===== src/sv/u8san_pkg.sv =====
package u8san_pkg;

   // Output queue sizing: one step can produce up to four bytes
   localparam int MaxResults = 4;
   localparam int QueueDepth = 8;
   localparam int QueueCntW  = $clog2(QueueDepth + 1);

   // Replacement byte for anything malformed
   localparam logic [7:0] QMark = 8'h3F;

   typedef struct packed {
      logic [7:0] data;
      logic       last;
   } q_entry_type;

   // Total sequence length announced by a lead byte, 0 if not a lead
   function automatic logic [2:0] seq_len(input logic [7:0] c);
      logic [2:0] len;
      len = 3'd0;
      if ((c & 8'hE0) == 8'hC0) begin
         len = 3'd2;
      end else if ((c & 8'hF0) == 8'hE0) begin
         len = 3'd3;
      end else if ((c & 8'hF8) == 8'hF0) begin
         len = 3'd4;
      end
      return len;
   endfunction

   // Continuation byte: 10xxxxxx
   function automatic logic is_cont(input logic [7:0] c);
      return (c & 8'hC0) == 8'h80;
   endfunction

endpackage


===== src/sv/utf8_sequence_sanitizer.sv =====
// Channel | Dir | Ports                      | tdata fields (low bit up) | tlast
// req     | in  | req_tvalid/tready/tdata/.. | data_byte[7:0]            | end_of_text
// rsp     | out | rsp_tvalid/tready/tdata/.. | clean_byte[7:0]           | final_byte
//
// One input word is accepted per cycle while req_tready is high; its 0 to 4
// result words are decided in the same cycle and pushed into an 8-entry output
// queue. Results leave the queue one word per cycle while rsp_tready is high.
// req_tready is high while the queue holds at most 4 words, so a stalled
// output side backs up into the input only once that room is gone.
// Synchronous reset empties the queue and the look-ahead window.
module utf8_sequence_sanitizer
   import u8san_pkg::*;
(
   input  logic       clock,
   input  logic       reset,
   input  logic       req_tvalid,
   output logic       req_tready,
   input  logic [7:0] req_tdata,   // [7:0] data_byte
   input  logic       req_tlast,   // end_of_text
   output logic       rsp_tvalid,
   input  logic       rsp_tready,
   output logic [7:0] rsp_tdata,   // [7:0] clean_byte
   output logic       rsp_tlast    // final_byte
);

   // look-ahead window and terminator flag
   logic [7:0]  pend_ff [3];
   logic [7:0]  pend_in [3];
   logic [1:0]  pcnt_ff, pcnt_in;
   logic        term_ff, term_in;

   // output queue, head at entry 0
   q_entry_type             q_ff    [QueueDepth];
   q_entry_type             q_in    [QueueDepth];
   q_entry_type             q_shift [QueueDepth];
   logic [QueueCntW-1:0]    count_ff, count_in;

   // per-step result lanes
   q_entry_type lane [MaxResults];
   logic [1:0]  flush_n;
   logic        flush_pass;
   logic        tail_en;
   logic [7:0]  tail_byte;
   logic        do_fresh;
   logic [2:0]  n_new;
   logic [2:0]  need;

   logic        push, pop;
   logic [7:0]  b;
   logic        eot;

   assign b   = req_tdata;
   assign eot = req_tlast;

   assign req_tready = (count_ff <= QueueCntW'(QueueDepth - MaxResults));
   assign push       = req_tvalid && req_tready;
   assign rsp_tvalid = (count_ff != '0);
   assign pop        = rsp_tvalid && rsp_tready;
   assign rsp_tdata  = q_ff[0].data;
   assign rsp_tlast  = q_ff[0].last;

   assign need = seq_len(pend_ff[0]);

   // decide the step: a flushed prefix (window bytes or '?') and an optional tail
   always_comb begin
      flush_n    = 2'd0;
      flush_pass = 1'b0;
      tail_en    = 1'b0;
      tail_byte  = b;
      do_fresh   = 1'b0;
      pend_in    = pend_ff;
      pcnt_in    = pcnt_ff;
      term_in    = term_ff;

      if (term_ff) begin
         tail_en = 1'b1;
      end else if (pcnt_ff != 2'd0) begin
         if (is_cont(b)) begin
            if ({1'b0, pcnt_ff} + 3'd1 == need) begin
               // sequence complete: release it unchanged
               flush_n    = pcnt_ff;
               flush_pass = 1'b1;
               tail_en    = 1'b1;
               pcnt_in    = 2'd0;
            end else if (eot) begin
               // cut off by the end of the buffer
               flush_n   = pcnt_ff;
               tail_en   = 1'b1;
               tail_byte = QMark;
               pcnt_in   = 2'd0;
            end else begin
               case (pcnt_ff)
                  2'd1:    pend_in[1] = b;
                  2'd2:    pend_in[2] = b;
                  default: ;
               endcase
               pcnt_in = pcnt_ff + 2'd1;
            end
         end else begin
            // broken sequence: flush as errors, then judge this byte afresh
            flush_n  = pcnt_ff;
            pcnt_in  = 2'd0;
            do_fresh = 1'b1;
         end
      end else begin
         do_fresh = 1'b1;
      end

      // byte at the start of a possible sequence
      if (do_fresh) begin
         if (b == 8'h00) begin
            term_in = 1'b1;
            tail_en = 1'b1;
         end else if (b < 8'h80) begin
            tail_en = 1'b1;
         end else if (seq_len(b) != 3'd0 && !eot) begin
            pend_in[0] = b;
            pcnt_in    = 2'd1;
         end else begin
            tail_en   = 1'b1;
            tail_byte = QMark;
         end
      end

      if (eot) begin
         pcnt_in = 2'd0;
         term_in = 1'b0;
      end
   end

   assign n_new = {1'b0, flush_n} + {2'b0, tail_en};

   // result lanes in output order; final_byte on the last one of an end step
   always_comb begin
      for (int k = 0; k < MaxResults; k++) begin
         lane[k].data = tail_byte;
         if (k < 3) begin
            if (2'(k) < flush_n) begin
               lane[k].data = flush_pass ? pend_ff[k] : QMark;
            end
         end
         lane[k].last = eot && (3'(k) + 3'd1 == n_new);
      end
   end

   // queue: shift out at the head, append new lanes behind the survivors
   always_comb begin
      logic [QueueCntW-1:0] base;
      logic [QueueCntW-1:0] off;
      base = count_ff - QueueCntW'(pop);
      for (int i = 0; i < QueueDepth; i++) begin
         q_shift[i] = q_ff[(i + 1) % QueueDepth];
      end
      for (int i = 0; i < QueueDepth; i++) begin
         q_in[i] = q_ff[i];
         off     = QueueCntW'(i) - base;
         if (QueueCntW'(i) < base) begin
            if (pop) begin
               q_in[i] = q_shift[i];
            end
         end else if (push && off < QueueCntW'(n_new)) begin
            q_in[i] = lane[off[1:0]];
         end
      end
      count_in = base + (push ? QueueCntW'(n_new) : '0);
   end

   always_ff @(posedge clock) begin
      if (reset) begin
         pcnt_ff  <= 2'd0;
         term_ff  <= 1'b0;
         count_ff <= '0;
      end else begin
         count_ff <= count_in;
         if (push) begin
            pcnt_ff <= pcnt_in;
            term_ff <= term_in;
         end
      end
   end

   always_ff @(posedge clock) begin
      if (push) begin
         pend_ff <= pend_in;
      end
      q_ff <= q_in;
   end

   // checks
   a_queue_bound: assert property (@(posedge clock) disable iff (reset)
      count_ff <= QueueCntW'(QueueDepth))
      else $error("output queue overflow");

   a_window_lead: assert property (@(posedge clock) disable iff (reset)
      (pcnt_ff != 2'd0) |-> (seq_len(pend_ff[0]) > {1'b0, pcnt_ff}))
      else $error("window does not hold an unfinished sequence");

   a_term_empty: assert property (@(posedge clock) disable iff (reset)
      term_ff |-> (pcnt_ff == 2'd0))
      else $error("window busy after terminator");

   a_end_clears: assert property (@(posedge clock) disable iff (reset)
      (push && eot) |=> (pcnt_ff == 2'd0 && !term_ff))
      else $error("state not cleared at end of buffer");

endmodule

===== config.mk =====
export PLATFORM = sky130hd
export DESIGN_NAME = utf8_sequence_sanitizer
export DESIGN_NICKNAME = d
export VERILOG_FILES = /design/src/sv/u8san_pkg.sv /design/src/sv/utf8_sequence_sanitizer.sv
export SDC_FILE = /design/constraint.sdc
export NUM_CORES = 1
export LEC_CHECK = 0
export ABC_CLOCK_PERIOD_IN_PS = 4600
export BUFFER_PORTS_ARGS = -buffer_cell sky130_fd_sc_hd__buf_2
export CAP_MARGIN = 0
export CORE_MARGIN = 4
export CORE_UTILIZATION = 57
export CTS_BUF_LIST = sky130_fd_sc_hd__clkbuf_16
export CTS_CLUSTER_DIAMETER = 150
export CTS_CLUSTER_SIZE = 24
export DETAILED_ROUTE_END_ITERATION = 16
export GPL_TIMING_DRIVEN = 0
export PLACE_DENSITY_LB_ADDON = 0.25
export SYNTH_ARGS = -nofsm -noshare
export SYNTH_HDL_FRONTEND = slang
export SYNTH_SLANG_ARGS = --single-unit

===== constraint.sdc =====
create_clock -name clock -period 4.6 [get_ports clock]
set_clock_uncertainty 0.15 [all_clocks]
set_input_delay 0.92 -clock clock [delete_from_list [all_inputs] [get_ports clock]]
set_output_delay 0.92 -clock clock [all_outputs]
set_load 0.01 [all_outputs]

==> impl_summary.txt, run 1 <==
----------------------------------------------------
[STA]
  Slew Limit Fails ... 0
  Number of hold violations in the final report ... 0
  Headroom to the max-slew limit ... 38.9%
  Sum of negative setup slack ... 0 ns
  Total setup violations reported at the end of the flow ... 0
  Time the final worst path needs with I/O delays and setup ... 4.44 ns
  Setup repair after global routing missed its margin ... no
  Maximum clock frequency ... roughly 230 MHz
  Slew at the pin with the worst max-slew slack ... a little over 0.9 ns
  Final worst-path cycle share ... between 90% and 100%

[Synth]
  Number of distinct standard cells referenced by the synthesized netlist ... ~70
  Post-synthesis async set-or-reset flop share ... 0%
  Compound-cell area share of the yosys netlist ... between 20 and 25%
  Net count after synthesis ... 670
  Number of enable-type register cells in the synthesized netlist ... 96
  Cell with the most instances after synthesis ... sky130_fd_sc_hd__edfxtp_1
  Xor/xnor cell area share of the yosys netlist ... approximately 1.9%
  Top FF cell, synth ... sky130_fd_sc_hd__edfxtp_1
  Share of synthesized area spent on multiplexers ... roughly 1.8%
  Total number of yosys warnings ... 0
  Number of flip-flops and latches in the synthesized netlist ... approximately 100
  Average cell area after synthesis ... between 10 and 15 um2
  Post-synthesis cell count ... ~630
  Fraction of post-synthesis cell area in the top cell type by area ... roughly 45%
  Largest area contributor in the netlist ... sky130_fd_sc_hd__edfxtp_1
  Cells taking the most area after synthesis ... sky130_fd_sc_hd__edfxtp_1 45%, sky130_fd_sc_hd__ha_1 5.3%, sky130_fd_sc_hd__o221ai_1 5.2%
  Simple-gate area share of the yosys netlist ... 17.1%
  Commonest cells in the netlist ... 96 x sky130_fd_sc_hd__edfxtp_1, 82 x sky130_fd_sc_hd__nand2_1, 56 x sky130_fd_sc_hd__nor2_1, 43 x sky130_fd_sc_hd__o21ai_0, 38 x sky130_fd_sc_hd__o221ai_1
  Share of synthesized cell area in full adder, half adder and majority cells ... approximately 5.6%
  Fraction of the yosys area taken by sequential cells ... between 40% and 50%
  Combinational family with the most area after synthesis ... compound AO/OA/AOI/OAI gates
  Combined area of all synthesized cells ... between 6000 and 7000 um2

[Flow run]
  # Max-Cap Violations ... 0

[Detailed routing]
  Vias ... 5512
  Avg Vias per Cell ... approximately 6.8
  Number of iterations in the first detailed-routing pass ... 6
  Post-detailed-routing wire length ... 18600 um
  Number of violations reported at the end of detailed-routing iteration 0 ... 688
  Number of nets with antenna violations after routing ... 0
  Post-detailed-route DRC marker count ... 0
  Per-cell routed wire length ... 22.9 um

[Final layout]
  Final nets ... between 700 and 800
  Relative area change from synthesis to final layout ... 12.0%
  FF+latch area ... 3030 um2
  Number of fillers in the final layout ... ~880
  Antenna Diode Count ... 0
  Finished Cell Area ... just over 7000 um2
  Area of the multi-input gates ... 3190 um2
  Fraction of layout cells with a size suffix above 1 ... between 15 and 20%

[Critical path]
  Largest delay contributor family on the critical path ... buffers and inverters
  Maximum cell stage delay along the critical path ... about 0.6 ns
  Class of the most critical setup path ... reg -> reg
  Cell type with the highest occurrence count on the critical path ... sky130_fd_sc_hd__ha_1
  Data required, critical path ... around 4.5 ns
  CP Data Arrival Time ... around 4.4 ns
  Crit path max fanout ... 11
  Reg-to-Reg Start ... count_ff[3]
  Cell at the slowest stage of the critical path ... sky130_fd_sc_hd__or4_1
  Worst setup path start ... count_ff[3]
  CP bufs+invs ... 5
  Series of cell instances along the critical path ... or4_1 -> nand2_4 -> inv_1 -> ha_1 -> clkinvlp_4 -> buf_2 -> ha_1 -> inv_1 -> xnor2_1 -> ha_1 -> o21ai_0 -> o21ai_0 -> o31ai_4 -> buf_12
  Startpoint class of the critical path ... flip-flop
  Critical Path Sink Type ... flip-flop

[Global routing]
  Maximum number of pins on one net before global-route repair ... 19
  Met2 capacity usage during global routing ... 46.6%
  Antenna violations before repair ... 0
  Total track usage ... between 20 and 30%
  Global-route wire length before repair ... between 20000 and 30000 um
  Remaining Overflow, GRT ... 0
  GR Layer Usage met1 ... 38.6%
  Via count of the first global-routing pass ... ~5300
  Met3 global-route usage ... between 3 and 4%
  Busiest metal layer after global routing ... met2

[Clocking]
  Total clock buffers created by CTS ... 9
  Clk Latency, worst-skew pair ... around 0.36 ns
  Total clock sinks ... between 100 and 150
  Largest buffer count on any clock path ... 2
  Clock tree from TritonCTS ... built
  H-Tree Level Count ... 3
  Register clock-pin slew on the reported worst setup and hold paths ... roughly 0.080 ns
  CTS root buf ... sky130_fd_sc_hd__clkbuf_16

[Floorplan]
  Effective utilization at floorplan ... 58.8%
  IO Count ... 24
  Overall die area ... around 13000 um2
  Die Y ... between 100 and 150 um
  Width of the chip ... 114 um
  Placeable core area ... 10900 um2
  Standard-cell rows ... 38

[Hold path]
  Kind of path behind the tightest hold check ... reg -> reg
  Worst Min Path Start ... q_ff[46]

[Placement]
  Cell area after placement ... slightly below 7000 um2
  HPWL after detailed placement ... roughly 14000 um
  GPL Wtd Cong ... between 0.9 and 1
  I/O Buffers ... 23

[Status]
  Outcome ... complete, no violations

----------------------------------------------------
==> final cells by class <==
type	instances	share of cell area [%]
clock inverters	7	1.41
flip-flops and latches	103	42.0
clock buffers	9	3.13
well taps	140	2.43
multi-input cells	461	44.3
repair buffers	29	2.57
plain buffers	40	2.90
inverters	23	1.28
==> kinds of logic (layout without fill, tap and decap cells) <==
group,after synthesis,count (layout)
buf+inv,65,108
mux,11,11
flops,103,103
compound gates,180,180
simple gates,228,228
fa+ha+maj,28,28
xor+xnor,14,14
==> worst register-to-register path, delay by kind of cell, from the launching register on <==
family / cells / cell delay [ns]
buffers and inverters: 5 / 1.07
adders and majority gates: 3 / 1.02
and+or+nand+nor: 2 / 0.79
AOI/OAI and AO/OA: 3 / 0.58
DFF: 1 / 0.34
xor gates and xnor gates: 1 / 0.22
==> stage by stage <==
stage                     util (%)  hold slack [ns]  setup WS [ns]  cells
after detailed placement      61.6            0.365          -1.38    792
after floorplan                  -            0.341        0.00223    629
after global placement        61.5            0.356          -1.12    792
after global routing          65.9            0.395         0.0177    812
after CTS                     65.4            0.384         0.0277    808
final                         65.9            0.387          0.160    812
==> timing repair <==
item                       in CTS  in global routing
setup endpoints to repair      63                 79
hold buffers                    0                  0
pin swaps                       2                  2
resized for setup              17                 12
setup buffers                   2                  4
==> registers in the layout (all words and copies together), names as in the netlist <==
signal and count:
pend_ff 24, q_ff 63, rsp_tlast 1, term_ff 1
count_ff 4, rsp_tdata 8, pcnt_ff 2
==> layout by cell type, fill, tap and decap left out, types with 5 or more instances in the layout <==
| cell | synthesis | layout |
|---|---|---|
| sky130_fd_sc_hd__edfxtp_1 | 96 | 96 |
| sky130_fd_sc_hd__nand2_1 | 82 | 81 |
| sky130_fd_sc_hd__nor2_1 | 56 | 56 |
| sky130_fd_sc_hd__o21ai_0 | 43 | 39 |
| sky130_fd_sc_hd__o221ai_1 | 38 | 38 |
| sky130_fd_sc_hd__ha_1 | 27 | 26 |
| sky130_fd_sc_hd__buf_2 | 1 | 25 |
| sky130_fd_sc_hd__clkbuf_1 | 28 | 23 |
| sky130_fd_sc_hd__a21oi_1 | 23 | 23 |
| sky130_fd_sc_hd__inv_1 | 21 | 20 |
| sky130_fd_sc_hd__nand2b_1 | 15 | 15 |
| sky130_fd_sc_hd__buf_4 | 8 | 12 |
| sky130_fd_sc_hd__or3_1 | 11 | 11 |
| sky130_fd_sc_hd__a32oi_2 | 10 | 10 |
| sky130_fd_sc_hd__nand3_1 | 10 | 10 |
| sky130_fd_sc_hd__o22ai_1 | 11 | 10 |
| sky130_fd_sc_hd__mux2i_1 | 9 | 9 |
| sky130_fd_sc_hd__clkbuf_16 | 0 | 9 |
| sky130_fd_sc_hd__nor3_1 | 8 | 8 |
| sky130_fd_sc_hd__xnor2_1 | 8 | 8 |
| sky130_fd_sc_hd__or2_2 | 7 | 7 |
| sky130_fd_sc_hd__nor2b_1 | 7 | 7 |
| sky130_fd_sc_hd__and2_1 | 6 | 6 |
| sky130_fd_sc_hd__a211oi_1 | 6 | 6 |
| sky130_fd_sc_hd__a31oi_1 | 5 | 5 |
| sky130_fd_sc_hd__nor4_1 | 5 | 5 |
| sky130_fd_sc_hd__nor3b_1 | 5 | 5 |
| sky130_fd_sc_hd__xor2_1 | 6 | 5 |
| sky130_fd_sc_hd__dfxtp_1 | 7 | 5 |
==> path summary, 6_finish.rpt <==
check | endpoint | slack [ns] | depth (start not counted)
max reg2reg | q_ff[11] | 0.16 | 14
max | q_ff[11] | 0.16 | 14
min | q_ff[55] | 0.39 | 2
min reg2reg | q_ff[55] | 0.39 | 2
==> per-layer routing <==
metal	share of wire (%)	routed length (um)	up-vias
li1	-	-	2472
met1	41	7640	2660
met5	0	0	-
met4	4.4	818	0
met2	47	8790	310
met3	7.3	1360	70
Power of run 1 is not shown: default switching activity piles up to over one toggle a cycle in this logic, so the estimate is an artifact.
==> inputs of run 2 (changes only) <==
--- a/config.mk
+++ b/config.mk
@@ -5,7 +5,7 @@
 export SDC_FILE = /design/constraint.sdc
 export NUM_CORES = 1
 export LEC_CHECK = 0
-export ABC_CLOCK_PERIOD_IN_PS = 4600
+export ABC_CLOCK_PERIOD_IN_PS = 4000
 export BUFFER_PORTS_ARGS = -buffer_cell sky130_fd_sc_hd__buf_2
 export CAP_MARGIN = 0
 export CORE_MARGIN = 4
@@ -15,7 +15,7 @@
 export CTS_CLUSTER_SIZE = 24
 export DETAILED_ROUTE_END_ITERATION = 16
 export GPL_TIMING_DRIVEN = 0
-export PLACE_DENSITY_LB_ADDON = 0.25
+export PLACE_DENSITY_LB_ADDON = 0.15
 export SYNTH_ARGS = -nofsm -noshare
 export SYNTH_HDL_FRONTEND = slang
 export SYNTH_SLANG_ARGS = --single-unit
==> constraint.sdc (replaced) <==
create_clock -name clock -period 4 [get_ports clock]
set_clock_uncertainty 0.15 [all_clocks]
set_input_delay 0.8 -clock clock [delete_from_list [all_inputs] [get_ports clock]]
set_output_delay 0.8 -clock clock [all_outputs]
set_load 0.01 [all_outputs]
==> run 2 against run 1 <==
Net effect: flip-flop and latch count stayed put; highest routed layer unchanged; via count is 3.0% higher; critical endpoint is now q_ff[56]; cell count is 0.99% higher; setup slack got worse by 0.085 ns; die area is the same; first-iteration DRC count grew 14%; register-to-register slack got worse by 0.09 ns; routed wire length is 3.2% higher.
==> impl_summary.txt, run 2 (synthesized netlist as in run 1, its figures left out) <==
----------------------------------------------------
[STA]
  Maximum clock frequency ... 255 MHz
  Total setup violations reported at the end of the flow ... 0
  Sum of negative setup slack ... 0 ns
  Headroom to the max-slew limit ... between 50% and 60%
  Time the final worst path needs with I/O delays and setup ... about 3.9 ns
  Slew at the pin with the worst max-slew slack ... roughly 0.72 ns
  Number of hold violations in the final report ... 0
  Final worst-path cycle share ... between 90 and 100%
  Slew Limit Fails ... 0
  Setup repair after global routing missed its margin ... yes

[Placement]
  I/O Buffers ... 23
  HPWL after detailed placement ... between 10000 and 15000 um
  Cell area after placement ... about 6800 um2
  Cell count after placement ... around 790
  GPL Wtd Cong ... ~0.95

[Detailed routing]
  Per-cell routed wire length ... about 23 um
  Number of violations reported at the end of detailed-routing iteration 0 ... 786
  Number of nets with antenna violations after routing ... 0
  Number of iterations in the first detailed-routing pass ... 5
  Post-detailed-routing wire length ... roughly 19000 um
  Vias ... around 5700
  Post-detailed-route DRC marker count ... 0
  Avg Vias per Cell ... 6.93

[Global routing]
  Antenna violations before repair ... 0
  Busiest metal layer after global routing ... met2
  Maximum number of pins on one net before global-route repair ... 18
  Global-route wire length before repair ... about 29000 um
  Met2 capacity usage during global routing ... 46.6%
  GR Layer Usage met1 ... between 30 and 40%
  Met3 global-route usage ... under 10%
  Via count of the first global-routing pass ... around 5400
  Total track usage ... about 29%
  Remaining Overflow, GRT ... 0

[Flow run]
  # Max-Cap Violations ... 0

[Final layout]
  Antenna Diode Count ... 0
  Fraction of layout cells with a size suffix above 1 ... between 20% and 30%
  Flip-flop count of the largest register, all copies and words added ... between 60 and 70
  Final std cells w/o fill ... 820
  Most common cell after layout, fill and taps aside ... sky130_fd_sc_hd__edfxtp_1
  Final nets ... 716
  Largest Register ... q_ff
  Most frequent cells in the layout ... 96 x sky130_fd_sc_hd__edfxtp_1, 78 x sky130_fd_sc_hd__nand2_1, 56 x sky130_fd_sc_hd__nor2_1
  Relative area change from synthesis to final layout ... 14.6%
  Finished Cell Area ... between 7000 and 8000 um2

[Floorplan]
  Overall die area ... between 10000 and 15000 um2
  Die Y ... roughly 110 um
  Standard-cell rows ... 38
  Placeable core area ... between 10000 and 15000 um2
  IO Count ... 24
  Width of the chip ... ~110 um
  Effective utilization at floorplan ... 58.8%

[Critical path]
  Critical Path Sink Type ... flip-flop
  Reg-to-Reg Start ... pcnt_ff[0]
  Class of the most critical setup path ... reg -> reg
  CP Data Arrival Time ... about 3.9 ns
  Slack of the worst reg-to-reg path ... about 0.075 ns
  Startpoint class of the critical path ... flip-flop
  Endpoint of the most critical register-to-register path ... q_ff[56]
  Crit path max fanout ... 9
  Maximum cell stage delay along the critical path ... approximately 0.41 ns
  Worst R2R Path Depth ... 17
  Cell at the slowest stage of the critical path ... sky130_fd_sc_hd__a311o_1
  Series of cell instances along the critical path ... inv_1 -> ha_4 -> nand4b_1 -> o41ai_4 -> o211ai_2 -> buf_6 -> nand2b_1 -> nand2_1 -> o311ai_1 -> ha_1 -> ha_1 -> inv_1 -> a21oi_1 -> a21oi_1 -> a311o_1 -> o32ai_4 -> buf_12
  Data required, critical path ... between 3 and 4 ns

[Clocking]
  H-Tree Level Count ... 3
  Total clock sinks ... ~100
  Clk Latency, worst-skew pair ... approximately 0.35 ns
  Register clock-pin slew on the reported worst setup and hold paths ... roughly 0.070 ns
  Largest buffer count on any clock path ... 2
  Total clock buffers created by CTS ... 9
  Clock tree from TritonCTS ... built
  CTS root buf ... sky130_fd_sc_hd__clkbuf_16

[Hold path]
  Kind of path behind the tightest hold check ... reg -> reg
  Number of cells on the worst hold path ... 2
  Worst Min Path Start ... q_ff[45]
  Hold EP ... q_ff[54]

[Status]
  Outcome ... complete, no violations

----------------------------------------------------
## run 2: worst max-delay path by stage
| stage | from | to | slack [ns] | depth (start not counted) |
|---|---|---|---|---|
| final | pcnt_ff[0] | q_ff[56] | 0.07 | 17 |
| after detailed placement | rsp_tready | q_ff[38] | -0.86 | 11 |
| after CTS | pcnt_ff[0] | q_ff[24] | 0.04 | 13 |
| after global routing | pcnt_ff[0] | q_ff[24] | -0.09 | 17 |
| after floorplan | count_ff[0] | q_ff[10] | 0.03 | 14 |
| after global placement | rsp_tready | q_ff[30] | -1.04 | 11 |
## run 2: per-layer routing
| metal | wire (um) | part of all wire (%) |
|---|---|---|
| met1 | 7810 | 41 |
| met2 | 9020 | 47 |
| met3 | 1750 | 9.1 |
| met4 | 608 | 3.2 |
| met5 | 0 | 0 |
## run 2: repair_timing
item / 4_1_cts / 5_1_grt
buffers inserted: 5 / 7
gates cloned: 0 / 1
hold buffers: 0 / 0
resized for setup: 38 / 22
pin swaps: 5 / 2
endpoints found under the setup margin: 139 / 93
## run 2: stage by stage
stage          util, %  hold WS [ns]  setup slack, ns
2_1_floorplan        -         0.341           0.0270
3_3_place_gp      61.9         0.357            -1.04
3_5_place_dp      61.9         0.363           -0.864
4_1_cts           66.2         0.382           0.0392
5_1_grt           67.4         0.402          -0.0886
6_report          67.4         0.377           0.0745
## run 2: worst max-delay path: cells and delay by family, from the launching register on
kind	cells	cell delay, ns
AO/OA/AOI/OAI	7	1.42
AND/OR/NAND/NOR	3	0.26
adder cells (fa/ha/maj)	3	0.89
flip-flops	1	0.39
buffers and inverters	4	0.52
## run 2: final cells by class
class                   instances  area [um2]
repair buffers                 35         230
fillers                       885        3560
plain buffers                  41         236
clock buffers                   9         225
inverters                      23        95.1
well taps                     140         175
clock inverters                 7        53.8
multi-input cells             462        3320
flip-flops and latches        103        3030
Power of run 2 is left out for the same reason.
==> inputs of run 3 (changes only) <==
--- a/config.mk
+++ b/config.mk
@@ -14,7 +14,6 @@
 export CTS_CLUSTER_DIAMETER = 150
 export CTS_CLUSTER_SIZE = 24
 export DETAILED_ROUTE_END_ITERATION = 16
-export GPL_TIMING_DRIVEN = 0
 export PLACE_DENSITY_LB_ADDON = 0.15
 export SYNTH_ARGS = -nofsm -noshare
 export SYNTH_HDL_FRONTEND = slang
==> run 3 against run 2 <==
Net effect: routed wire length fell by 4.3%; global-route usage down 0.24 points; design area is 1.6% lower; setup slack better by 0.090 ns; cell count down 1.2%; critical endpoint is now q_ff[62]; worst hold slack better by 0.0024 ns; sequential share of layout area grew 0.60 points; flip-flop and latch count stayed put; first-iteration DRC count is 5.3% lower; count of clock-buffer cells in the layout is the same.
==> impl_summary.txt, run 3 (synthesized netlist as in run 1, its figures left out) <==
----------------------------------------------------
[Critical path]
  Class of the most critical setup path ... reg -> reg
  Slack of the worst reg-to-reg path ... roughly 0.16 ns
  Crit path max fanout ... 11
  Largest delay contributor family on the critical path ... compound AO/OA/AOI/OAI gates
  Worst R2R Path Depth ... 14
  Cell at the slowest stage of the critical path ... sky130_fd_sc_hd__o41ai_4
  Startpoint class of the critical path ... flip-flop
  Reg-to-Reg Start ... pcnt_ff[0]
  Data required, critical path ... between 3 and 4 ns
  CP Data Arrival Time ... 3.75 ns
  Maximum cell stage delay along the critical path ... roughly 0.41 ns
  CP bufs+invs ... 3
  Cell type with the highest occurrence count on the critical path ... sky130_fd_sc_hd__ha_4
  Endpoint of the most critical register-to-register path ... q_ff[62]
  Critical Path Sink Type ... flip-flop
  Logic depth of the worst path, buffers included ... 14
  Series of cell instances along the critical path ... inv_1 -> ha_4 -> nand3_2 -> o41ai_4 -> o211ai_2 -> buf_4 -> a21oi_2 -> ha_1 -> ha_4 -> a21boi_2 -> a21oi_1 -> a311o_1 -> o32ai_4 -> buf_12

[Final layout]
  Most common cell after layout, fill and taps aside ... sky130_fd_sc_hd__edfxtp_1
  Final nets ... roughly 710
  Most frequent cells in the layout ... 96 x sky130_fd_sc_hd__edfxtp_1, 81 x sky130_fd_sc_hd__nand2_1, 56 x sky130_fd_sc_hd__nor2_1
  Fraction of layout cells with a size suffix above 1 ... just under 20%
  Finished Cell Area ... ~7300 um2
  Largest Register ... q_ff
  Final std cells w/o fill ... 810
  Antenna Diode Count ... 0
  Flip-flop count of the largest register, all copies and words added ... 63
  Relative area change from synthesis to final layout ... 12.7%

[Detailed routing]
  Post-detailed-routing wire length ... between 15000 and 20000 um
  Number of nets with antenna violations after routing ... 0
  Post-detailed-route DRC marker count ... 0
  Avg Vias per Cell ... between 6 and 7
  Number of iterations in the first detailed-routing pass ... 5
  Per-cell routed wire length ... ~23 um
  Number of violations reported at the end of detailed-routing iteration 0 ... about 740
  Vias ... between 5000 and 6000

[Hold path]
  Kind of path behind the tightest hold check ... reg -> reg
  Number of cells on the worst hold path ... 2
  Hold EP ... q_ff[45]
  Worst Min Path Start ... q_ff[36]

[Floorplan]
  Placeable core area ... approximately 11000 um2
  Standard-cell rows ... 38
  IO Count ... 24
  Width of the chip ... ~110 um
  Die Y ... about 110 um
  Overall die area ... approximately 13000 um2
  Effective utilization at floorplan ... 58.8%

[Clocking]
  H-Tree Level Count ... 3
  Clk Latency, worst-skew pair ... about 0.35 ns
  Setup Buffers After CTS ... 0
  Largest buffer count on any clock path ... 2
  Total clock buffers created by CTS ... 9
  Total clock sinks ... roughly 100
  Quantity of gates resized following cts ... 0
  Register clock-pin slew on the reported worst setup and hold paths ... about 0.080 ns
  CTS Hold Buffers Added ... 0
  Clock tree from TritonCTS ... built
  CTS root buf ... sky130_fd_sc_hd__clkbuf_16

[STA]
  Final worst-path cycle share ... 95.9%
  Total setup violations reported at the end of the flow ... 0
  Sum of negative setup slack ... 0 ns
  Worst Hold Slack ... about 0.38 ns
  Time the final worst path needs with I/O delays and setup ... around 3.8 ns
  Number of hold violations in the final report ... 0
  Slew at the pin with the worst max-slew slack ... around 0.77 ns
  Maximum clock frequency ... 261 MHz
  Headroom to the max-slew limit ... around half
  Slew Limit Fails ... 0

[Placement]
  Cell count after placement ... 793
  HPWL after detailed placement ... 13900 um
  Cell area after placement ... between 6000 and 7000 um2
  I/O Buffers ... 23
  GPL Wtd Cong ... roughly 0.95

[Global routing]
  Total track usage ... approximately 29%
  Remaining Overflow, GRT ... 0
  Antenna violations before repair ... 0
  Global-route wire length before repair ... 28900 um
  Via count of the first global-routing pass ... about 5400
  Maximum number of pins on one net before global-route repair ... 26

[Flow run]
  # Max-Cap Violations ... 0

[Status]
  Outcome ... complete, no violations

----------------------------------------------------
## run 3: cell types whose count changed in the layout (fill, tap and decap cells not counted), moves of 3 or more
cell,previous run,this run
sky130_fd_sc_hd__buf_4,19,42
sky130_fd_sc_hd__o21ai_0,36,40
sky130_fd_sc_hd__clkbuf_2,8,0
sky130_fd_sc_hd__nand2_1,78,81
sky130_fd_sc_hd__clkbuf_1,16,0
## run 3: final cells by class
class                   instances  area, um2
flip-flops and latches        103       3030
fillers                       887       3680
multi-input cells             461       3210
clock buffers                   9        225
repair buffers                 67        462
well taps                     140        175
clock inverters                 7       66.3
inverters                      23       86.3
## run 3: how the worst max path moves through the flow
stage / start / endpoint
after detailed placement: req_tdata[5] / q_ff[55]
after CTS: pcnt_ff[1] / q_ff[23]
after floorplan: count_ff[0] / q_ff[10]
after global routing: pcnt_ff[0] / q_ff[34]
final: pcnt_ff[0] / q_ff[62]
after global placement: req_tdata[5] / q_ff[56]
## run 3: through the flow
stage	setup slack [ns]	util, %
6_report	0.164	66.3
5_1_grt	-0.00621	66.3
4_1_cts	0.104	65.7
3_5_place_dp	0.0852	63.1
3_3_place_gp	0.127	63.1
2_1_floorplan	0.0270	-
## run 3: routing by layer
| layer | vias to the layer above | global-route usage (%) | part of all wire (%) |
|---|---|---|---|
| met5 | - | 0 | 0 |
| met4 | 0 | 8.87 | 2.9 |
| met3 | 45 | 3.59 | 6.2 |
| met2 | 281 | 49.0 | 48 |
| met1 | 2689 | 37.9 | 43 |
| li1 | 2468 | - | - |
## run 3: worst register-to-register path: stages, from the launching register on
cell and delay (ns):
sky130_fd_sc_hd__dfxtp_2 0.38, sky130_fd_sc_hd__inv_1 0.10, sky130_fd_sc_hd__ha_4 0.30, sky130_fd_sc_hd__nand3_2 0.11
sky130_fd_sc_hd__o41ai_4 0.41, sky130_fd_sc_hd__o211ai_2 0.15, sky130_fd_sc_hd__buf_4 0.21, sky130_fd_sc_hd__a21oi_2 0.16
sky130_fd_sc_hd__ha_1 0.20, sky130_fd_sc_hd__ha_4 0.22, sky130_fd_sc_hd__a21boi_2 0.14, sky130_fd_sc_hd__a21oi_1 0.12
sky130_fd_sc_hd__a311o_1 0.41, sky130_fd_sc_hd__o32ai_4 0.33, sky130_fd_sc_hd__buf_12 0.17
Power of run 3 is left out for the same reason.
